`config.mk`:
```
export PLATFORM = sky130hd
export DESIGN_NAME = calibration_box_generator_flat
export DESIGN_NICKNAME = d
export VERILOG_FILES = /design/src/cbg_pkg.sv /design/src/cbg_if.sv /design/src/calibration_box_generator.sv /design/src/flat_wrapper.sv
export SDC_FILE = /design/constraint.sdc
export NUM_CORES = 2
export LEC_CHECK = 0
export ABC_AREA = 1
export BUFFER_PORTS_ARGS = -buffer_cell sky130_fd_sc_hd__buf_2
export CAP_MARGIN = 0
export CORE_MARGIN = 5
export CORE_UTILIZATION = 60
export DETAILED_ROUTE_END_ITERATION = 16
export GPL_TIMING_DRIVEN = 0
export PLACE_DENSITY_LB_ADDON = 0.2
export SLEW_MARGIN = 20
export SYNTH_ARGS = -nofsm -noshare
export SYNTH_HDL_FRONTEND = slang
export SYNTH_SLANG_ARGS = --single-unit
```
`constraint.sdc`:
```
create_clock -name clk -period 17 [get_ports clk]
set_input_delay 3.4 -clock clk [delete_from_list [all_inputs] [get_ports clk]]
set_output_delay 3.4 -clock clk [all_outputs]
set_load 0.1 [all_outputs]
```
`src/cbg_pkg.sv`:
```
// Shared constants, types and the scale reciprocal table of the calibration box generator.
`default_nettype none

package cbg_pkg;

	// Coordinate and field width of positions, sizes and image dimensions.
	localparam int COORD_W = 12;
	// Default side of the detection window in pixels.
	localparam int WINDOW_SIZE_DEF = 12;

	// Fixed point format of reciprocals and the shift fraction.
	localparam int Q_BITS = 14;
	localparam int RECIP_W = 15;
	localparam int SHIFT_MUL_W = 12;
	localparam logic [SHIFT_MUL_W-1:0] SHIFT_Q14 = 12'd2785;

	// Pattern grid: scales outer, horizontal shift, vertical shift inner.
	localparam int NUM_SCALES = 5;
	localparam int NUM_SHIFTS = 3;
	localparam int SCALE_W = 3;
	localparam int SHIFT_IDX_W = 2;
	localparam int PATTERN_W = 6;

	// Shift codes: the negative shift moves the edge forward by the offset.
	localparam logic [SHIFT_IDX_W-1:0] SHIFT_NEG = 2'd0;
	localparam logic [SHIFT_IDX_W-1:0] SHIFT_ZERO = 2'd1;
	localparam logic [SHIFT_IDX_W-1:0] SHIFT_POS = 2'd2;

	// Register file.
	localparam int APB_ADDR_W = 3;
	localparam int APB_DATA_W = 32;
	localparam int REG_SEL_BIT = 2;
	localparam logic [COORD_W-1:0] IMG_W_RESET = 12'd640;
	localparam logic [COORD_W-1:0] IMG_H_RESET = 12'd480;

	typedef enum logic {
		REG_IMAGE_WIDTH = 1'b0,
		REG_IMAGE_HEIGHT = 1'b1
	} reg_idx_t;

	// Reciprocal of each scale in Q1.14, truncated.
	function automatic logic [RECIP_W-1:0] recip_q14(input logic [SCALE_W-1:0] sn);
		logic [RECIP_W-1:0] r;
		case (sn)
			3'd0: r = 15'd19739;
			3'd1: r = 15'd18004;
			3'd2: r = 15'd16384;
			3'd3: r = 15'd14894;
			3'd4: r = 15'd13540;
			default: r = 15'd16384;
		endcase
		return r;
	endfunction

endpackage

`default_nettype wire

```
`src/cbg_if.sv`:
```
// Request and box channel interfaces of the calibration box generator.
`default_nettype none

interface cbg_req_if;
	logic valid;
	logic ready;
	logic [cbg_pkg::COORD_W-1:0] level_width;
	logic [cbg_pkg::COORD_W-1:0] win_row;
	logic [cbg_pkg::COORD_W-1:0] win_col;

	modport source (
		output valid, level_width, win_row, win_col,
		input ready
	);
	modport sink (
		input valid, level_width, win_row, win_col,
		output ready
	);
endinterface

interface cbg_box_if;
	logic valid;
	logic ready;
	logic [cbg_pkg::COORD_W-1:0] box_x;
	logic [cbg_pkg::COORD_W-1:0] box_y;
	logic [cbg_pkg::COORD_W-1:0] box_w;
	logic [cbg_pkg::COORD_W-1:0] box_h;
	logic [cbg_pkg::SCALE_W-1:0] scale_index;
	logic [cbg_pkg::SHIFT_IDX_W-1:0] xshift_index;
	logic [cbg_pkg::SHIFT_IDX_W-1:0] yshift_index;
	logic last_box;

	modport source (
		output valid, box_x, box_y, box_w, box_h, scale_index, xshift_index,
			yshift_index, last_box,
		input ready
	);
	modport sink (
		input valid, box_x, box_y, box_w, box_h, scale_index, xshift_index,
			yshift_index, last_box,
		output ready
	);
endinterface

`default_nettype wire

```
`src/calibration_box_generator.sv`:
```
// Top level of the calibration box generator: divider, scaling pipeline and box sequencer.
`default_nettype none

// Channel   Direction  Handshake      Carries
// req       in         valid/ready    level_width, win_row, win_col of one detection
// box       out        valid/ready    one calibrated box with its pattern indexes
// apb       in         psel/penable   image_width (0x0), image_height (0x4)
//
// A request is taken into a COORD_W stage pipelined divider that forms the ratio of image
// width to level width, one quotient bit per stage, and then into a multiply stage that
// scales the window. The box sequencer then walks all 45 patterns of one request, one
// pattern per cycle while the box channel does not stall; the sequencer is what sets the
// sustained request rate. A box waits in a holding stage until the next surviving pattern
// or the request's final pattern reaches it.
// Reset clears every valid bit and loads the image size registers with 640 by 480.
// Backpressure on the box channel ripples back stage by stage; bubbles are squeezed out
// and no request or surviving box is dropped or repeated.

module calibration_box_generator #(
	parameter int WINDOW_SIZE = cbg_pkg::WINDOW_SIZE_DEF
) (
	input  logic clk,
	input  logic arst_n,

	input  logic psel,
	input  logic penable,
	input  logic pwrite,
	input  logic [cbg_pkg::APB_ADDR_W-1:0] paddr,
	input  logic [cbg_pkg::APB_DATA_W-1:0] pwdata,
	output logic [cbg_pkg::APB_DATA_W-1:0] prdata,
	output logic pready,

	cbg_req_if.sink req,
	cbg_box_if.source box
);

	localparam int W = cbg_pkg::COORD_W;
	localparam int DIV_N = W;
	// Scaled window size; holds WINDOW_SIZE times the largest ratio.
	localparam int SIZE_W = $clog2(WINDOW_SIZE * (2 ** W));
	localparam int PROD_W = 2 * W;
	localparam int T_W = SIZE_W + cbg_pkg::RECIP_W;
	localparam int WH_W = T_W - cbg_pkg::Q_BITS;
	localparam int MT_W = T_W + cbg_pkg::SHIFT_MUL_W;
	localparam int MAG_W = MT_W - 2 * cbg_pkg::Q_BITS;
	localparam int EDGE_W = PROD_W + 2;
	localparam int SW = cbg_pkg::SCALE_W;
	localparam int XW = cbg_pkg::SHIFT_IDX_W;

	// ------------------------------------------------------------------
	// Configuration registers, read directly by the pipeline. Writes must
	// arrive only while no request is in flight; this is not enforced.
	// ------------------------------------------------------------------
	logic [W-1:0] img_w_q;
	logic [W-1:0] img_h_q;
	cbg_pkg::reg_idx_t reg_sel;

	assign reg_sel = cbg_pkg::reg_idx_t'(paddr[cbg_pkg::REG_SEL_BIT]);
	assign pready = 1'b1;

	always_ff @(posedge clk or negedge arst_n) begin
		if (!arst_n) begin
			img_w_q <= cbg_pkg::IMG_W_RESET;
			img_h_q <= cbg_pkg::IMG_H_RESET;
		end else if (psel && penable && pwrite) begin
			unique case (reg_sel)
				cbg_pkg::REG_IMAGE_WIDTH: img_w_q <= pwdata[W-1:0];
				cbg_pkg::REG_IMAGE_HEIGHT: img_h_q <= pwdata[W-1:0];
			endcase
		end
	end

	always_comb begin
		unique case (reg_sel)
			cbg_pkg::REG_IMAGE_WIDTH:
				prdata = {{(cbg_pkg::APB_DATA_W - W){1'b0}}, img_w_q};
			cbg_pkg::REG_IMAGE_HEIGHT:
				prdata = {{(cbg_pkg::APB_DATA_W - W){1'b0}}, img_h_q};
		endcase
	end

	// ------------------------------------------------------------------
	// Stage 1: restoring divider, one quotient bit per stage, from the
	// most significant bit of the image width down.
	// ------------------------------------------------------------------
	logic         div_v_s1   [DIV_N];
	logic [W-1:0] div_lw_s1  [DIV_N];
	logic [W-1:0] div_rem_s1 [DIV_N];
	logic [W-1:0] div_q_s1   [DIV_N];
	logic [W-1:0] div_row_s1 [DIV_N];
	logic [W-1:0] div_col_s1 [DIV_N];

	logic         div_rdy    [DIV_N];
	logic         dv_in      [DIV_N];
	logic [W-1:0] dlw_in     [DIV_N];
	logic [W-1:0] drem_in    [DIV_N];
	logic [W-1:0] dq_in      [DIV_N];
	logic [W-1:0] drow_in    [DIV_N];
	logic [W-1:0] dcol_in    [DIV_N];
	logic [W:0]   drem_ext   [DIV_N];
	logic [W:0]   drem_sub   [DIV_N];
	logic         dge        [DIV_N];
	logic [W-1:0] drem_nx    [DIV_N];
	logic [W-1:0] dq_nx      [DIV_N];

	logic rdy_s2;

	// Ready travels back from the last divider stage to the request port.
	always_comb begin
		for (int k = DIV_N - 1; k >= 0; k--) begin
			if (k == DIV_N - 1) begin
				div_rdy[k] = !div_v_s1[k] || rdy_s2;
			end else begin
				div_rdy[k] = !div_v_s1[k] || div_rdy[k + 1];
			end
		end
	end

	assign req.ready = div_rdy[0];

	always_comb begin
		for (int k = 0; k < DIV_N; k++) begin
			if (k == 0) begin
				dv_in[k] = req.valid;
				dlw_in[k] = req.level_width;
				drem_in[k] = '0;
				dq_in[k] = '0;
				drow_in[k] = req.win_row;
				dcol_in[k] = req.win_col;
			end else begin
				dv_in[k] = div_v_s1[k - 1];
				dlw_in[k] = div_lw_s1[k - 1];
				drem_in[k] = div_rem_s1[k - 1];
				dq_in[k] = div_q_s1[k - 1];
				drow_in[k] = div_row_s1[k - 1];
				dcol_in[k] = div_col_s1[k - 1];
			end
			drem_ext[k] = {drem_in[k], img_w_q[DIV_N - 1 - k]};
			drem_sub[k] = drem_ext[k] - {1'b0, dlw_in[k]};
			dge[k] = drem_ext[k] >= {1'b0, dlw_in[k]};
			drem_nx[k] = dge[k] ? drem_sub[k][W-1:0] : drem_ext[k][W-1:0];
			dq_nx[k] = {dq_in[k][W-2:0], dge[k]};
		end
	end

	always_ff @(posedge clk or negedge arst_n) begin
		if (!arst_n) begin
			for (int k = 0; k < DIV_N; k++) begin
				div_v_s1[k] <= 1'b0;
			end
		end else begin
			for (int k = 0; k < DIV_N; k++) begin
				if (div_rdy[k]) begin
					div_v_s1[k] <= dv_in[k];
				end
			end
		end
	end

	always_ff @(posedge clk) begin
		for (int k = 0; k < DIV_N; k++) begin
			if (div_rdy[k]) begin
				div_lw_s1[k] <= dlw_in[k];
				div_rem_s1[k] <= drem_nx[k];
				div_q_s1[k] <= dq_nx[k];
				div_row_s1[k] <= drow_in[k];
				div_col_s1[k] <= dcol_in[k];
			end
		end
	end

	// ------------------------------------------------------------------
	// Stage 2: scale the window and its corner by the ratio. A zero level
	// width would leave an all-ones quotient, so the ratio is forced to 0.
	// ------------------------------------------------------------------
	logic              mul_v_s2;
	logic [SIZE_W-1:0] size_s2;
	logic [PROD_W-1:0] px_s2;
	logic [PROD_W-1:0] py_s2;
	logic [W-1:0]      mult;
	logic              rdy_s3;

	assign mult = (div_lw_s1[DIV_N - 1] == '0) ? '0 : div_q_s1[DIV_N - 1];
	assign rdy_s2 = !mul_v_s2 || rdy_s3;

	always_ff @(posedge clk or negedge arst_n) begin
		if (!arst_n) begin
			mul_v_s2 <= 1'b0;
		end else if (rdy_s2) begin
			mul_v_s2 <= div_v_s1[DIV_N - 1];
		end
	end

	always_ff @(posedge clk) begin
		if (rdy_s2) begin
			size_s2 <= SIZE_W'(SIZE_W'(mult) * SIZE_W'(WINDOW_SIZE));
			px_s2 <= PROD_W'(div_col_s1[DIV_N - 1]) * PROD_W'(mult);
			py_s2 <= PROD_W'(div_row_s1[DIV_N - 1]) * PROD_W'(mult);
		end
	end

	// ------------------------------------------------------------------
	// Stage 3: pattern sequencer. Holds one scaled window and issues its
	// 45 patterns, one per cycle unless stalled from downstream; the next
	// window loads as the last pattern leaves.
	// ------------------------------------------------------------------
	logic              seq_v_s3;
	logic [SIZE_W-1:0] size_s3;
	logic [PROD_W-1:0] px_s3;
	logic [PROD_W-1:0] py_s3;
	logic [SW-1:0]     sn_q;
	logic [XW-1:0]     xn_q;
	logic [XW-1:0]     yn_q;
	logic              rdy_s4;
	logic              issue;
	logic              pat_end;

	assign issue = seq_v_s3 && rdy_s4;
	assign pat_end = (sn_q == SW'(cbg_pkg::NUM_SCALES - 1))
		&& (xn_q == XW'(cbg_pkg::NUM_SHIFTS - 1))
		&& (yn_q == XW'(cbg_pkg::NUM_SHIFTS - 1));
	assign rdy_s3 = !seq_v_s3 || (issue && pat_end);

	always_ff @(posedge clk or negedge arst_n) begin
		if (!arst_n) begin
			seq_v_s3 <= 1'b0;
			sn_q <= '0;
			xn_q <= '0;
			yn_q <= '0;
		end else begin
			if (rdy_s3) begin
				seq_v_s3 <= mul_v_s2;
			end
			if (issue) begin
				if (pat_end) begin
					sn_q <= '0;
					xn_q <= '0;
					yn_q <= '0;
				end else if (yn_q == XW'(cbg_pkg::NUM_SHIFTS - 1)) begin
					yn_q <= '0;
					if (xn_q == XW'(cbg_pkg::NUM_SHIFTS - 1)) begin
						xn_q <= '0;
						sn_q <= sn_q + SW'(1);
					end else begin
						xn_q <= xn_q + XW'(1);
					end
				end else begin
					yn_q <= yn_q + XW'(1);
				end
			end
		end
	end

	always_ff @(posedge clk) begin
		if (rdy_s3) begin
			size_s3 <= size_s2;
			px_s3 <= px_s2;
			py_s3 <= py_s2;
		end
	end

	// ------------------------------------------------------------------
	// Stage 4: window size times the scale reciprocal.
	// ------------------------------------------------------------------
	logic              v_s4;
	logic [T_W-1:0]    t_s4;
	logic [PROD_W-1:0] px_s4;
	logic [PROD_W-1:0] py_s4;
	logic [SW-1:0]     sn_s4;
	logic [XW-1:0]     xn_s4;
	logic [XW-1:0]     yn_s4;
	logic              end_s4;
	logic              rdy_s5;

	assign rdy_s4 = !v_s4 || rdy_s5;

	always_ff @(posedge clk or negedge arst_n) begin
		if (!arst_n) begin
			v_s4 <= 1'b0;
		end else if (rdy_s4) begin
			v_s4 <= issue;
		end
	end

	always_ff @(posedge clk) begin
		if (rdy_s4) begin
			t_s4 <= T_W'(size_s3) * T_W'(cbg_pkg::recip_q14(sn_q));
			px_s4 <= px_s3;
			py_s4 <= py_s3;
			sn_s4 <= sn_q;
			xn_s4 <= xn_q;
			yn_s4 <= yn_q;
			end_s4 <= pat_end;
		end
	end

	// ------------------------------------------------------------------
	// Stage 5: box side and shift offset, both truncated.
	// ------------------------------------------------------------------
	logic              v_s5;
	logic [WH_W-1:0]   wh_s5;
	logic [MAG_W-1:0]  mag_s5;
	logic [PROD_W-1:0] px_s5;
	logic [PROD_W-1:0] py_s5;
	logic [SW-1:0]     sn_s5;
	logic [XW-1:0]     xn_s5;
	logic [XW-1:0]     yn_s5;
	logic              end_s5;
	logic [MT_W-1:0]   mt;
	logic              rdy_s6;

	assign mt = MT_W'(t_s4) * MT_W'(cbg_pkg::SHIFT_Q14);
	assign rdy_s5 = !v_s5 || rdy_s6;

	always_ff @(posedge clk or negedge arst_n) begin
		if (!arst_n) begin
			v_s5 <= 1'b0;
		end else if (rdy_s5) begin
			v_s5 <= v_s4;
		end
	end

	always_ff @(posedge clk) begin
		if (rdy_s5) begin
			wh_s5 <= WH_W'(t_s4 >> cbg_pkg::Q_BITS);
			mag_s5 <= MAG_W'(mt >> (2 * cbg_pkg::Q_BITS));
			px_s5 <= px_s4;
			py_s5 <= py_s4;
			sn_s5 <= sn_s4;
			xn_s5 <= xn_s4;
			yn_s5 <= yn_s4;
			end_s5 <= end_s4;
		end
	end

	// ------------------------------------------------------------------
	// Stage 6: shifted edges, the outside test and clamping at zero.
	// ------------------------------------------------------------------
	logic                     v_s6;
	logic                     keep_s6;
	logic [W-1:0]             bx_s6;
	logic [W-1:0]             by_s6;
	logic [WH_W-1:0]          wh_s6;
	logic [SW-1:0]            sn_s6;
	logic [XW-1:0]            xn_s6;
	logic [XW-1:0]            yn_s6;
	logic                     end_s6;
	logic signed [EDGE_W-1:0] px_e;
	logic signed [EDGE_W-1:0] py_e;
	logic signed [EDGE_W-1:0] mag_e;
	logic signed [EDGE_W-1:0] iw_e;
	logic signed [EDGE_W-1:0] ih_e;
	logic signed [EDGE_W-1:0] bx;
	logic signed [EDGE_W-1:0] by;
	logic                     keep;
	logic                     rdy_s7;

	assign px_e = $signed({2'b00, px_s5});
	assign py_e = $signed({2'b00, py_s5});
	assign mag_e = $signed(EDGE_W'(mag_s5));
	assign iw_e = $signed(EDGE_W'(img_w_q));
	assign ih_e = $signed(EDGE_W'(img_h_q));

	always_comb begin
		case (xn_s5)
			cbg_pkg::SHIFT_NEG: bx = px_e + mag_e;
			cbg_pkg::SHIFT_POS: bx = px_e - mag_e;
			cbg_pkg::SHIFT_ZERO: bx = px_e;
			default: bx = px_e;
		endcase
		case (yn_s5)
			cbg_pkg::SHIFT_NEG: by = py_e + mag_e;
			cbg_pkg::SHIFT_POS: by = py_e - mag_e;
			cbg_pkg::SHIFT_ZERO: by = py_e;
			default: by = py_e;
		endcase
	end

	// A box whose corner lies at or past the image edge is dropped.
	assign keep = !((bx >= iw_e) || (by >= ih_e));
	assign rdy_s6 = !v_s6 || rdy_s7;

	always_ff @(posedge clk or negedge arst_n) begin
		if (!arst_n) begin
			v_s6 <= 1'b0;
		end else if (rdy_s6) begin
			v_s6 <= v_s5;
		end
	end

	always_ff @(posedge clk) begin
		if (rdy_s6) begin
			keep_s6 <= keep;
			bx_s6 <= bx[EDGE_W-1] ? '0 : bx[W-1:0];
			by_s6 <= by[EDGE_W-1] ? '0 : by[W-1:0];
			wh_s6 <= wh_s5;
			sn_s6 <= sn_s5;
			xn_s6 <= xn_s5;
			yn_s6 <= yn_s5;
			end_s6 <= end_s5;
		end
	end

	// ------------------------------------------------------------------
	// Stage 7: clamp the box size to the image's right and bottom edges.
	// ------------------------------------------------------------------
	logic         v_s7;
	logic         keep_s7;
	logic         end_s7;
	logic [W-1:0] bx_s7;
	logic [W-1:0] by_s7;
	logic [W-1:0] bw_s7;
	logic [W-1:0] bh_s7;
	logic [SW-1:0] sn_s7;
	logic [XW-1:0] xn_s7;
	logic [XW-1:0] yn_s7;
	logic [W-1:0] lim_w;
	logic [W-1:0] lim_h;
	logic         c_take;

	assign lim_w = img_w_q - bx_s6;
	assign lim_h = img_h_q - by_s6;
	assign rdy_s7 = !v_s7 || c_take;

	always_ff @(posedge clk or negedge arst_n) begin
		if (!arst_n) begin
			v_s7 <= 1'b0;
		end else if (rdy_s7) begin
			v_s7 <= v_s6;
		end
	end

	always_ff @(posedge clk) begin
		if (rdy_s7) begin
			keep_s7 <= keep_s6;
			end_s7 <= end_s6;
			bx_s7 <= bx_s6;
			by_s7 <= by_s6;
			bw_s7 <= (wh_s6 > WH_W'(lim_w)) ? lim_w : wh_s6[W-1:0];
			bh_s7 <= (wh_s6 > WH_W'(lim_h)) ? lim_h : wh_s6[W-1:0];
			sn_s7 <= sn_s6;
			xn_s7 <= xn_s6;
			yn_s7 <= yn_s6;
		end
	end

	// ------------------------------------------------------------------
	// Stage 8: one surviving box is held back until it is known whether
	// another survivor of the same request follows, which settles its
	// last flag. It leaves when the next survivor arrives or when the
	// request's final pattern has gone by.
	// ------------------------------------------------------------------
	logic          pv_s8;
	logic          pfin_s8;
	logic [W-1:0]  px_box_s8;
	logic [W-1:0]  py_box_s8;
	logic [W-1:0]  pw_s8;
	logic [W-1:0]  ph_s8;
	logic [SW-1:0] psn_s8;
	logic [XW-1:0] pxn_s8;
	logic [XW-1:0] pyn_s8;
	logic          o_free;
	logic          pend_move;

	logic          ov_s9;
	logic [W-1:0]  ox_s9;
	logic [W-1:0]  oy_s9;
	logic [W-1:0]  ow_s9;
	logic [W-1:0]  oh_s9;
	logic [SW-1:0] osn_s9;
	logic [XW-1:0] oxn_s9;
	logic [XW-1:0] oyn_s9;
	logic          olast_s9;

	assign o_free = !ov_s9 || box.ready;
	// A dropped pattern needs no slot; a survivor needs the held slot to be free or leaving.
	assign c_take = v_s7 && (!keep_s7 || !pv_s8 || o_free);
	assign pend_move = pv_s8 && o_free && (pfin_s8 || (v_s7 && keep_s7));

	always_ff @(posedge clk or negedge arst_n) begin
		if (!arst_n) begin
			pv_s8 <= 1'b0;
			pfin_s8 <= 1'b0;
		end else if (c_take && keep_s7) begin
			pv_s8 <= 1'b1;
			pfin_s8 <= end_s7;
		end else if (pend_move) begin
			pv_s8 <= 1'b0;
		end else if (c_take && end_s7 && pv_s8) begin
			pfin_s8 <= 1'b1;
		end
	end

	always_ff @(posedge clk) begin
		if (c_take && keep_s7) begin
			px_box_s8 <= bx_s7;
			py_box_s8 <= by_s7;
			pw_s8 <= bw_s7;
			ph_s8 <= bh_s7;
			psn_s8 <= sn_s7;
			pxn_s8 <= xn_s7;
			pyn_s8 <= yn_s7;
		end
	end

	// ------------------------------------------------------------------
	// Stage 9: output register facing the box channel.
	// ------------------------------------------------------------------
	always_ff @(posedge clk or negedge arst_n) begin
		if (!arst_n) begin
			ov_s9 <= 1'b0;
		end else if (pend_move) begin
			ov_s9 <= 1'b1;
		end else if (box.ready) begin
			ov_s9 <= 1'b0;
		end
	end

	always_ff @(posedge clk) begin
		if (pend_move) begin
			ox_s9 <= px_box_s8;
			oy_s9 <= py_box_s8;
			ow_s9 <= pw_s8;
			oh_s9 <= ph_s8;
			osn_s9 <= psn_s8;
			oxn_s9 <= pxn_s8;
			oyn_s9 <= pyn_s8;
			olast_s9 <= pfin_s8;
		end
	end

	assign box.valid = ov_s9;
	assign box.box_x = ox_s9;
	assign box.box_y = oy_s9;
	assign box.box_w = ow_s9;
	assign box.box_h = oh_s9;
	assign box.scale_index = osn_s9;
	assign box.xshift_index = oxn_s9;
	assign box.yshift_index = oyn_s9;
	assign box.last_box = olast_s9;

endmodule

`default_nettype wire

```
`src/flat_wrapper.sv`:
```
// flat-port wrapper written by rule: the top's interface ports become plain ports
module calibration_box_generator_flat 
#(
	parameter int WINDOW_SIZE = cbg_pkg::WINDOW_SIZE_DEF
)
  (clk, arst_n, psel, penable, pwrite, paddr, pwdata, prdata, pready, req_valid, req_level_width, req_win_row, req_win_col, req_ready, box_valid, box_box_x, box_box_y, box_box_w, box_box_h, box_scale_index, box_xshift_index, box_yshift_index, box_last_box, box_ready);
  cbg_req_if req_i ();
  cbg_box_if box_i ();
  input  logic clk;
  input  logic arst_n;
  input  logic psel;
  input  logic penable;
  input  logic pwrite;
  input  logic [cbg_pkg::APB_ADDR_W-1:0] paddr;
  input  logic [cbg_pkg::APB_DATA_W-1:0] pwdata;
  output logic [cbg_pkg::APB_DATA_W-1:0] prdata;
  output logic pready;
  input wire logic [$bits(req_i.valid)-1:0] req_valid;
  input wire logic [$bits(req_i.level_width)-1:0] req_level_width;
  input wire logic [$bits(req_i.win_row)-1:0] req_win_row;
  input wire logic [$bits(req_i.win_col)-1:0] req_win_col;
  output wire logic [$bits(req_i.ready)-1:0] req_ready;
  output wire logic [$bits(box_i.valid)-1:0] box_valid;
  output wire logic [$bits(box_i.box_x)-1:0] box_box_x;
  output wire logic [$bits(box_i.box_y)-1:0] box_box_y;
  output wire logic [$bits(box_i.box_w)-1:0] box_box_w;
  output wire logic [$bits(box_i.box_h)-1:0] box_box_h;
  output wire logic [$bits(box_i.scale_index)-1:0] box_scale_index;
  output wire logic [$bits(box_i.xshift_index)-1:0] box_xshift_index;
  output wire logic [$bits(box_i.yshift_index)-1:0] box_yshift_index;
  output wire logic [$bits(box_i.last_box)-1:0] box_last_box;
  input wire logic [$bits(box_i.ready)-1:0] box_ready;
  assign req_i.valid = req_valid;
  assign req_i.level_width = req_level_width;
  assign req_i.win_row = req_win_row;
  assign req_i.win_col = req_win_col;
  assign req_ready = req_i.ready;
  assign box_valid = box_i.valid;
  assign box_box_x = box_i.box_x;
  assign box_box_y = box_i.box_y;
  assign box_box_w = box_i.box_w;
  assign box_box_h = box_i.box_h;
  assign box_scale_index = box_i.scale_index;
  assign box_xshift_index = box_i.xshift_index;
  assign box_yshift_index = box_i.yshift_index;
  assign box_last_box = box_i.last_box;
  assign box_i.ready = box_ready;
  calibration_box_generator #(.WINDOW_SIZE(WINDOW_SIZE)) u_core (.clk(clk), .arst_n(arst_n), .psel(psel), .penable(penable), .pwrite(pwrite), .paddr(paddr), .pwdata(pwdata), .prdata(prdata), .pready(pready), .req(req_i), .box(box_i));
endmodule
```
==> impl_metrics.json <==
{
  "via_count": 49500,
  "ant_nets": 0,
  "fin_setup_tns_ns": 0,
  "cts_buffers": 119,
  "slew_headroom_pct": 24.4,
  "numPortBuffers": 124,
  "clkLatencyLatePin_ns": 0.77,
  "setup_violations": 0,
  "dp_hpwl_um": 137000,
  "nFillCells": 9575,
  "drive_gt1_share_pct": 6.50,
  "fin_nets": 8572,
  "place_area_um2": 78300,
  "cp_max_fo": 54,
  "yosysSeqAreaShare_pct": 48.0,
  "maxCapViolCount": 0,
  "cts_tree": "yes",
  "hold_viol": 0,
  "cts_setup_buffers": 0,
  "core_area_um2": 124000,
  "globalRouteTotalUtil_pct": 26.5,
  "postCtsResizedCells": 0,
  "syn_area_per_cell_um2": 10.6,
  "syn_area_um2": 75200,
  "drc": 0,
  "synthArstFlopShare_pct": 4.30,
  "synth_warnings": 0,
  "worstPathRequired_ns": 13.60,
  "final_area_um2": 82300,
  "ys_types": 70,
  "die_area_um2": 132000,
  "fin_worst_skew_ns": 0.0886,
  "rows": 129,
  "critPathKind": "input port to output port",
  "end_kind": "output port",
  "synth-edff-count": 1157,
  "cts_buffer_depth": 3,
  "rsz0062_at_grt": "no",
  "fmax_ghz": 0.0769,
  "num_io_pins": 169,
  "antenna_found_initial": 4,
  "ys.flop_type": "edfxtp_1",
  "area_growth_pct": 9.54,
  "drtPass1Iterations": 6,
  "grt_max_degree": 60,
  "path_clk_slew_ns": 0.06,
  "grt_pass1_wl_um": 273000,
  "crit_path_start_kind": "input port",
  "yosys_register_bits": 1209,
  "die_w_um": 364,
  "cp_data_arrival_time_ns": 9.61,
  "outcome": "completed",
  "htreeDepth": 3,
  "cts.sinks": 1209,
  "hold_path.class": "flip-flop to flip-flop",
  "drv_slew": 0,
  "clock_tree.root_cell": "clkbuf_16",
  "die_y_um": 364,
  "seq_area_um2": 36100,
  "fin_crit_sh_pct": 76.5,
  "wire_per_inst_um": 19.0,
  "synth_cells": 7083,
  "grt_pass1_vias": 50200,
  "initialDrtViolationCount": 3523,
  "wirelength_um": 173000,
  "worst_slew_pin_slew_ns": 1.13,
  "overflow": 0,
  "multiInputGateArea_um2": 33400,
  "fin_crit_ns": 13.01,
  "routabilityCongestion": 0.961,
  "viasPerCell": 5.43,
  "r2r_setup_slack_ns": 8.58,
  "start_util_pct": 60.6,
  "cts-hold-fix-buffers": 0
}
-- path summary, 6_finish.rpt --
| check | startpoint | to | cells after the start |
|---|---|---|---|
| hold reg to reg | u_core.div_col_s1[2][8]$_DFFE_PP_ | u_core.div_col_s1[2][20]$_DFFE_PP_ | 0 |
| hold / removal | u_core.div_col_s1[2][8]$_DFFE_PP_ | u_core.div_col_s1[2][20]$_DFFE_PP_ | 0 |
| setup reg to reg | u_core.sn_q[0]$_DFFE_PN0P_ | u_core.t_s4[28]$_DFFE_PN_ | 33 |
| setup / recovery | box_ready | req_ready | 16 |
| max in group asynchronous | arst_n | u_core.img_w_q[9]$_DFFE_PN1P_ | 2 |
| min in group asynchronous | arst_n | u_core.div_v_s1[8]$_DFFE_PN0P_ | 1 |
-- flip-flops by register name, summed over array words and instances (netlist names), 14 cells and up --
register and count:
u_core.py_s5 24, u_core.div_col_s1 144, u_core.div_lw_s1 144, u_core.px_s4 24, u_core.px_s5 24, u_core.size_s2 14
u_core.mag_s5 15, u_core.wh_s6 17, u_core.div_rem_s1 132, u_core.wh_s5 17, u_core.py_s3 24, u_core.div_row_s1 144
u_core.size_s3 14, u_core.py_s2 24, u_core.div_q_s1 78, u_core.py_s4 24, u_core.px_s2 24, u_core.t_s4 29
u_core.px_s3 24
-- layout make-up --
type / count / share of cell area, %
clock buffers: 150 / 3.87
well taps: 1637 / 2.49
plain buffers: 136 / 0.904
clock inverters: 68 / 0.989
repair buffers: 141 / 1.17
flip-flops and latches: 1209 / 43.8
inverters: 1356 / 6.20
multi-input cells: 4401 / 40.6
diodes: 1 / 0.00304
-- worst max-delay path, stage by stage --
cell and delay [ns]:
buf_2 0.10, nor2_2 0.24, nand3_2 0.15, nor2_4 0.17
nand4_4 0.46, buf_12 0.38, nand2_2 0.16, nand4_4 0.40
buf_12 0.35, nor2_4 0.18, nand4_4 0.49, nor2_4 0.45
nand4_4 0.87, nor2_4 0.55, nand3_4 0.62, buf_2 0.53
-- cells in the final DEF, fill, tap and decap left out, types with 67 or more instances in the layout --
cell       Yosys  layout
xnor2_1       82      82
clkbuf_16      0     119
o21ai_0      239     239
inv_1       1349    1341
xor2_1       134     134
fa_1         466     466
edfxtp_1    1157    1157
clkbuf_1      54      76
nor3_1        67      67
nand2_1     1189    1184
ha_1         664     664
a21oi_1      407     406
nor2_1       621     621
nand3_1      190     188
buf_2         22     146
-- synth_stat cells (12+ instances only) --
library cell | number | share of area [%]
a21o_1 | 27 | 0.27
a21oi_1 | 407 | 2.7
a31oi_1 | 17 | 0.14
buf_1 | 12 | 0.060
buf_2 | 22 | 0.15
buf_4 | 36 | 0.36
clkbuf_1 | 54 | 0.27
dfrtp_1 | 46 | 1.5
edfxtp_1 | 1157 | 46
fa_1 | 466 | 12
ha_1 | 664 | 11
inv_1 | 1349 | 6.7
nand2_1 | 1189 | 5.9
nand3_1 | 190 | 1.3
nand4_1 | 58 | 0.48
nor2_1 | 621 | 3.1
nor3_1 | 67 | 0.45
nor4_1 | 12 | 0.10
o211ai_1 | 15 | 0.15
o21a_1 | 14 | 0.14
o21ai_0 | 239 | 1.6
o21ai_1 | 15 | 0.10
o21bai_1 | 17 | 0.17
or2_2 | 12 | 0.10
xnor2_1 | 82 | 0.96
xor2_1 | 134 | 1.6
-- metrics by stage --
stage | instances | worst slack [ns] | hold WS (ns) | utilization, %
after CTS | 9096 | 2.73 | 0.379 | 66.3
after global placement | 8863 | 2.05 | 0.400 | 62.8
after floorplan | 7102 | 4.72 | 0.400 | -
after detailed placement | 8878 | 2.71 | 0.405 | 63.1
after global routing | 9098 | 3.56 | 0.384 | 66.3
final | 9099 | 3.99 | 0.378 | 66.3
-- layer usage --
metal | wire length, µm | GRT usage (%)
met5 | 0 | 0
met4 | 7170 | 9.64
met3 | 11800 | 4.40
met2 | 80500 | 43.7
met1 | 73100 | 36.1
-- kinds of logic after synthesis --
| logic type | Yosys count | synth area share [%] |
|---|---|---|
| AO/OA/AOI/OAI | 826 | 6.18 |
| XOR/XNOR | 216 | 2.52 |
| adder cells (fa/ha/maj) | 1130 | 23.5 |
| buffers and inverters | 1492 | 7.76 |
| flip-flops | 1209 | 48.0 |
| other | 2 | 0.00999 |
| AND/OR/NAND/NOR | 2208 | 12.1 |
Power is left out: the tool's default activity adds up to more than one toggle a clock period on the data nets, which glitch-free logic cannot reach.
